### src/ufwrl_pkg.sv
`timescale 1ns / 1ps
// Shared types and constants for the user fixed-window rate limiter.
// No dependencies; the controller, datapath and top level import it.
package ufwrl_pkg;

    // Direct-mapped user table
    localparam int TABLE_ENTRIES = 2048;
    localparam int IDX_W         = $clog2(TABLE_ENTRIES);
    localparam int ID_W          = 64;
    localparam int TAG_W         = 63;
    localparam int TIME_W        = 32;
    localparam int CNT_W         = 16;

    // Configuration registers
    localparam int CFG_IDX_W = 1;
    localparam int CFG_W     = 16;
    localparam logic [CFG_IDX_W-1:0] REG_WINDOW_LENGTH = 1'b0;
    localparam logic [CFG_IDX_W-1:0] REG_REQUEST_LIMIT = 1'b1;
    localparam logic [CFG_W-1:0]     RESET_WINDOW      = 16'd60;
    localparam logic [CFG_W-1:0]     RESET_LIMIT       = 16'd30;

    localparam logic [CNT_W-1:0] COUNT_MAX = {CNT_W{1'b1}};

    // One table row
    typedef struct packed {
        logic [TAG_W-1:0]  tag;
        logic [TIME_W-1:0] start;
        logic [CNT_W-1:0]  count;
    } ufwrl_entry_t;

    // Controller states
    typedef enum logic [1:0] {
        ST_CLEAR,
        ST_IDLE,
        ST_CALC
    } ufwrl_state_t;

    // Controller to datapath
    typedef struct packed {
        logic clr_we;   // write one cleared row
        logic capture;  // accept a request and read its row
        logic commit;   // write the row back and load the result
    } ufwrl_cmd_t;

    // Datapath to controller
    typedef struct packed {
        logic clr_last; // clearing pointer at the final row
        logic out_free; // result register can take a new result
    } ufwrl_sts_t;

endpackage

### src/design/ufwrl_ctrl.sv
`timescale 1ns / 1ps
// Controller for the rate limiter: clearing pass, request accept, write-back.
// Depends on ufwrl_pkg for the state, command and status types.
module ufwrl_ctrl import ufwrl_pkg::*; (
    input  logic       aclk,
    input  logic       aresetn,
    input  logic       s_valid,
    output logic       s_ready,
    input  ufwrl_sts_t sts,
    output ufwrl_cmd_t cmd
);

    ufwrl_state_t state_reg;
    ufwrl_state_t state_next;

    // Hold the current state
    always_ff @(posedge aclk) begin
        if (!aresetn) begin
            state_reg <= ST_CLEAR;
        end else begin
            state_reg <= state_next;
        end
    end

    // Advance through clear, idle and calculation
    always_comb begin
        state_next = state_reg;
        unique case (state_reg)
            ST_CLEAR: begin
                if (sts.clr_last) state_next = ST_IDLE;
            end
            ST_IDLE: begin
                if (s_valid) state_next = ST_CALC;
            end
            ST_CALC: begin
                if (sts.out_free) state_next = ST_IDLE;
            end
            default: state_next = ST_CLEAR;
        endcase
    end

    // Drive handshake and datapath commands
    always_comb begin
        s_ready     = 1'b0;
        cmd.clr_we  = 1'b0;
        cmd.capture = 1'b0;
        cmd.commit  = 1'b0;
        unique case (state_reg)
            ST_CLEAR: begin
                cmd.clr_we = 1'b1;
            end
            ST_IDLE: begin
                s_ready     = 1'b1;
                cmd.capture = s_valid;
            end
            ST_CALC: begin
                cmd.commit = sts.out_free;
            end
            default: begin
                s_ready = 1'b0;
            end
        endcase
    end

endmodule

### config.mk
export PLATFORM = sky130hd
export DESIGN_NAME = ufwrl_ctrl
export DESIGN_NICKNAME = d
export VERILOG_FILES = /design/src/ufwrl_pkg.sv /design/src/design/ufwrl_ctrl.sv
export SDC_FILE = /design/constraint.sdc
export NUM_CORES = 1
export LEC_CHECK = 0
export ABC_CLOCK_PERIOD_IN_PS = 950
export BUFFER_PORTS_ARGS = -buffer_cell sky130_fd_sc_hd__buf_2
export CAP_MARGIN = 40
export CORE_AREA = 8 8 45 47
export DETAILED_ROUTE_END_ITERATION = 7
export DIE_AREA = 0 0 53 55
export PLACE_DENSITY = 0.3
export SLEW_MARGIN = 20
export SYNTH_ARGS = -nofsm -noshare
export SYNTH_HDL_FRONTEND = slang
export SYNTH_SLANG_ARGS = --single-unit
### constraint.sdc
create_clock -name aclk -period 0.95 [get_ports aclk]
set_clock_uncertainty 0.2 [all_clocks]
set_input_delay 0.0475 -clock aclk [delete_from_list [all_inputs] [get_ports aclk]]
set_output_delay 0.0475 -clock aclk [all_outputs]
set_load 0.005 [all_outputs]
==> summary.md <==
| Metric | Value |
|---|---|
| Status | `finished with violations` |
| Failing checks | `hold timing, setup timing` |
| Path type of the worst setup path | `flip-flop to primary output` |
| Total Power | `0.000387 W` |
| Layout cells sized above 1 | `79.3%` |
| Vias/cell | `roughly 3.3` |
| Yosys Warn Count | `0` |
| Chip height | `55 um` |
| Crit Path Max Fanout | `5` |
| Yosys reg bits | `2` |
| Arr. time, crit path | `0.91 ns` |
| Post-Syn Area | `106 um2` |
| Synth Net Count | `18` |
| Cell Pwr Density | `1380 nW/um2` |
| TritonCTS Buffers | `3` |
| DRT Pass-1 Iters | `1` |
| CTS sink count | `2` |
| Vias in the first global route | `193` |
| Area of the multi-input gates | `just under 100 um2` |
| Synth Area in Simple Gates | `~30%` |
| Layout area overhead | `164%` |
| Tcrit/Tclk final | `122%` |
| R2R setup slack | `-0.11 ns` |
| CTS Root Cell | `clkbuf_4` |
| Area leader, netlist | `dfxtp_1` |
| WP data required | `0.70 ns` |
| Number of synthesized flops with an enable pin | `0` |
| IO buf count | `8` |
| Clock network power share | `48.3%` |
| Cells after DPL | `39` |
| Worst Hold Path EP | `state_reg[1]` |
| Setup WS post-layout | `-0.207 ns` |
| Comb pwr share | `approximately a quarter` |
| First DRT Iteration DRCs | `0` |
| R2r worst-path depth | `3` |
| Initial Util | `7.69%` |
| Final WL | `between 400 and 500 um` |
| Multiplexer share of the synthesized area | `0%` |
| Switch Pwr | `approximately 0.000095 W` |
| Finished Cell Area | `roughly 280 um2` |
| GPL Wtd Cong | `0.629` |
| TritonCTS clock tree | `built` |
| Internal | `0.000292 W` |
| GRT Total Usage | `3.66%` |
| Slew Limit Headroom | `91.3%` |
| Final setup violation count | `6` |
| Final non-filler cell total | `between 40 and 50` |
| CTS clk-pin slew, worst paths | `about 0.03 ns` |
| Final Hold Fails | `2` |
| DRC viols | `0` |
| Post-synth top cells | `dfxtp_1, nor2_1, nor3b_1, o21a_1` |
| Synth Area in Compound Gates | `28.2%` |
| Register area share after synthesis | `37.6%` |
| First-pass GRT wire length | `738 um` |
| Post-Synth Adder-Cell Area | `0%` |
| CORE AREA | `1380 um2` |
| Highest Clock Rate | `864 MHz` |
| Die span in x | `53 um` |
| Actual slew at the worst max-slew pin | `~0.13 ns` |
| Synth Flop Type | `dfxtp_1` |
| Cell Area, Placed | `183 um2` |
| Sequential power share | `between 20% and 30%` |
| Clk buf depth | `2` |
| IO Count | `9` |
| ANT cells | `0` |
| Hold Startpoint | `sts[0]` |
| Largest net degree at the start of global routing | `7` |
| Routed wire length per instance | `9.76 um` |
| Fill cells | `between 150 and 200` |
| Async set or reset register ratio after synthesis | `0%` |
| Worst skew pair latency | `0.22 ns` |
| Pre-CTS WS | `-0.113 ns` |
| Vias after detailed routing | `148` |
| Final #Nets | `36` |
| Reg2Reg Launch Point | `state_reg[1]` |
| Max Cap Violations | `0` |
| Final Hold Slack | `-0.0304 ns` |
| Initial antenna violation count | `0` |
| Switching Share | `24.6%` |
| Crit start category | `flip-flop` |
| RSZ-0062 raised after global routing | `yes` |
| Hold Crit Class | `primary input to flip-flop` |
| XOR/XNOR Fraction of Synth Area | `0%` |
| Main combinational cell family by area after synthesis | `simple AND/OR/NAND/NOR gates` |
| Congestion Overflow GR | `0` |
| Cell count after synthesis | `13` |
| Crit Reg-Reg Endpoint | `state_reg[1]` |
| Std cell rows | `14` |
| Avg Cell Area, Syn | `8.18 um2` |
| Slew Limit Fails | `0` |
| CP endpoint kind | `primary output` |
| Peak supply drop | `0.487 mV` |
| Routed Antenna Nets | `0` |
| Leakage power | `0.136 nW` |
| Hold bufs inserted after CTS | `1` |
| Max reg flops | `2` |
| Cell variety after synth | `9` |
| Die footprint | `2920 um2` |
| H-tree depth | `1` |
| Register area | `47.5 um2` |
| Hold path cells | `3` |
| Minimum clock period | `1.16 ns` |
| Post-synth top area share | `37.6%` |
| Top cells by area, synth | `dfxtp_1, nor3b_1, o21a_1, o211a_1, nor2_1` |
==> worst max-delay path, stage by stage (launching register included) <==
cell and delay (ns):
dfxtp_4 0.35, buf_6 0.12, nor2b_4 0.11, buf_2 0.11
==> cell type report <==
cell class,count,share of cell area [%]
tap,16,7.14
clock buffer,3,8.04
sequential,2,17.0
timing repair buffer,13,31.2
inverter,1,1.34
multi-input combinational,10,35.3
==> worst max-delay path by stage <==
| stage | start | slack [ns] | to | cells past startpoint |
|---|---|---|---|---|
| floorplan | state_reg[0] | -0.05 | state_reg[0] | 3 |
| global placement | state_reg[0] | -0.09 | state_reg[0] | 3 |
| detailed placement | state_reg[0] | -0.11 | state_reg[0] | 3 |
| CTS | state_reg[0] | -0.23 | s_ready | 3 |
| global route | state_reg[0] | -0.26 | s_ready | 3 |
| finish | state_reg[0] | -0.21 | s_ready | 3 |
==> kinds of logic after synthesis <==
family / Yosys count
simple gates: 6
flops: 2
buf+inv: 1
compound gates: 4
==> power by group through the flow <==
stage | clock (W) | sequential, W | combinational, W
global placement | 0 | 0.000103 | 0.0000600
finish | 0.000187 | 0.000103 | 0.0000973
global route | 0.000205 | 0.000105 | 0.000110
CTS | 0.000200 | 0.000104 | 0.0000786
floorplan | 0 | 0.000102 | 0.0000245
detailed placement | 0 | 0.000103 | 0.0000610
==> placed cells by master, fill, tap and decap left out <==
cell and instances:
buf_2 8, clkbuf_4 3, o21a_1 2, buf_6 2, buf_4 2, dfxtp_4 2
nor2b_4 1, nor2_2 1, nand2_2 1, nor2_4 1, inv_1 1, nor3b_2 1
o21ai_1 1, o211a_1 1, nor3b_4 1, dlygate4sd3_1 1
==> per-layer routing <==
metal	track usage, %	share of wire (%)
met3	3.74	17
met4	2.59	0
met1	3.33	42
met5	0	0
met2	4.88	41
==> per-stage QoR <==
stage | hold slack [ns] | setup TNS (ns) | util [%]
global placement | 0.0748 | -0.120 | 13.2
finish | -0.0304 | -0.960 | 20.3
global route | -0.0222 | -1.25 | 20.3
floorplan | -0.0348 | -0.0537 | -
CTS | -0.0377 | -1.00 | 17.7
detailed placement | 0.0797 | -0.147 | 13.2
==> repair_timing <==
action / CTS / global route
cloned: 0 / 0
resized for setup: 8 / 6
buffers inserted: 1 / 1
pin swaps: 2 / 3
endpoints found under the hold margin: 2 / 2
setup endpoints to repair: 6 / 6
Power figures use the tool's default switching activity.
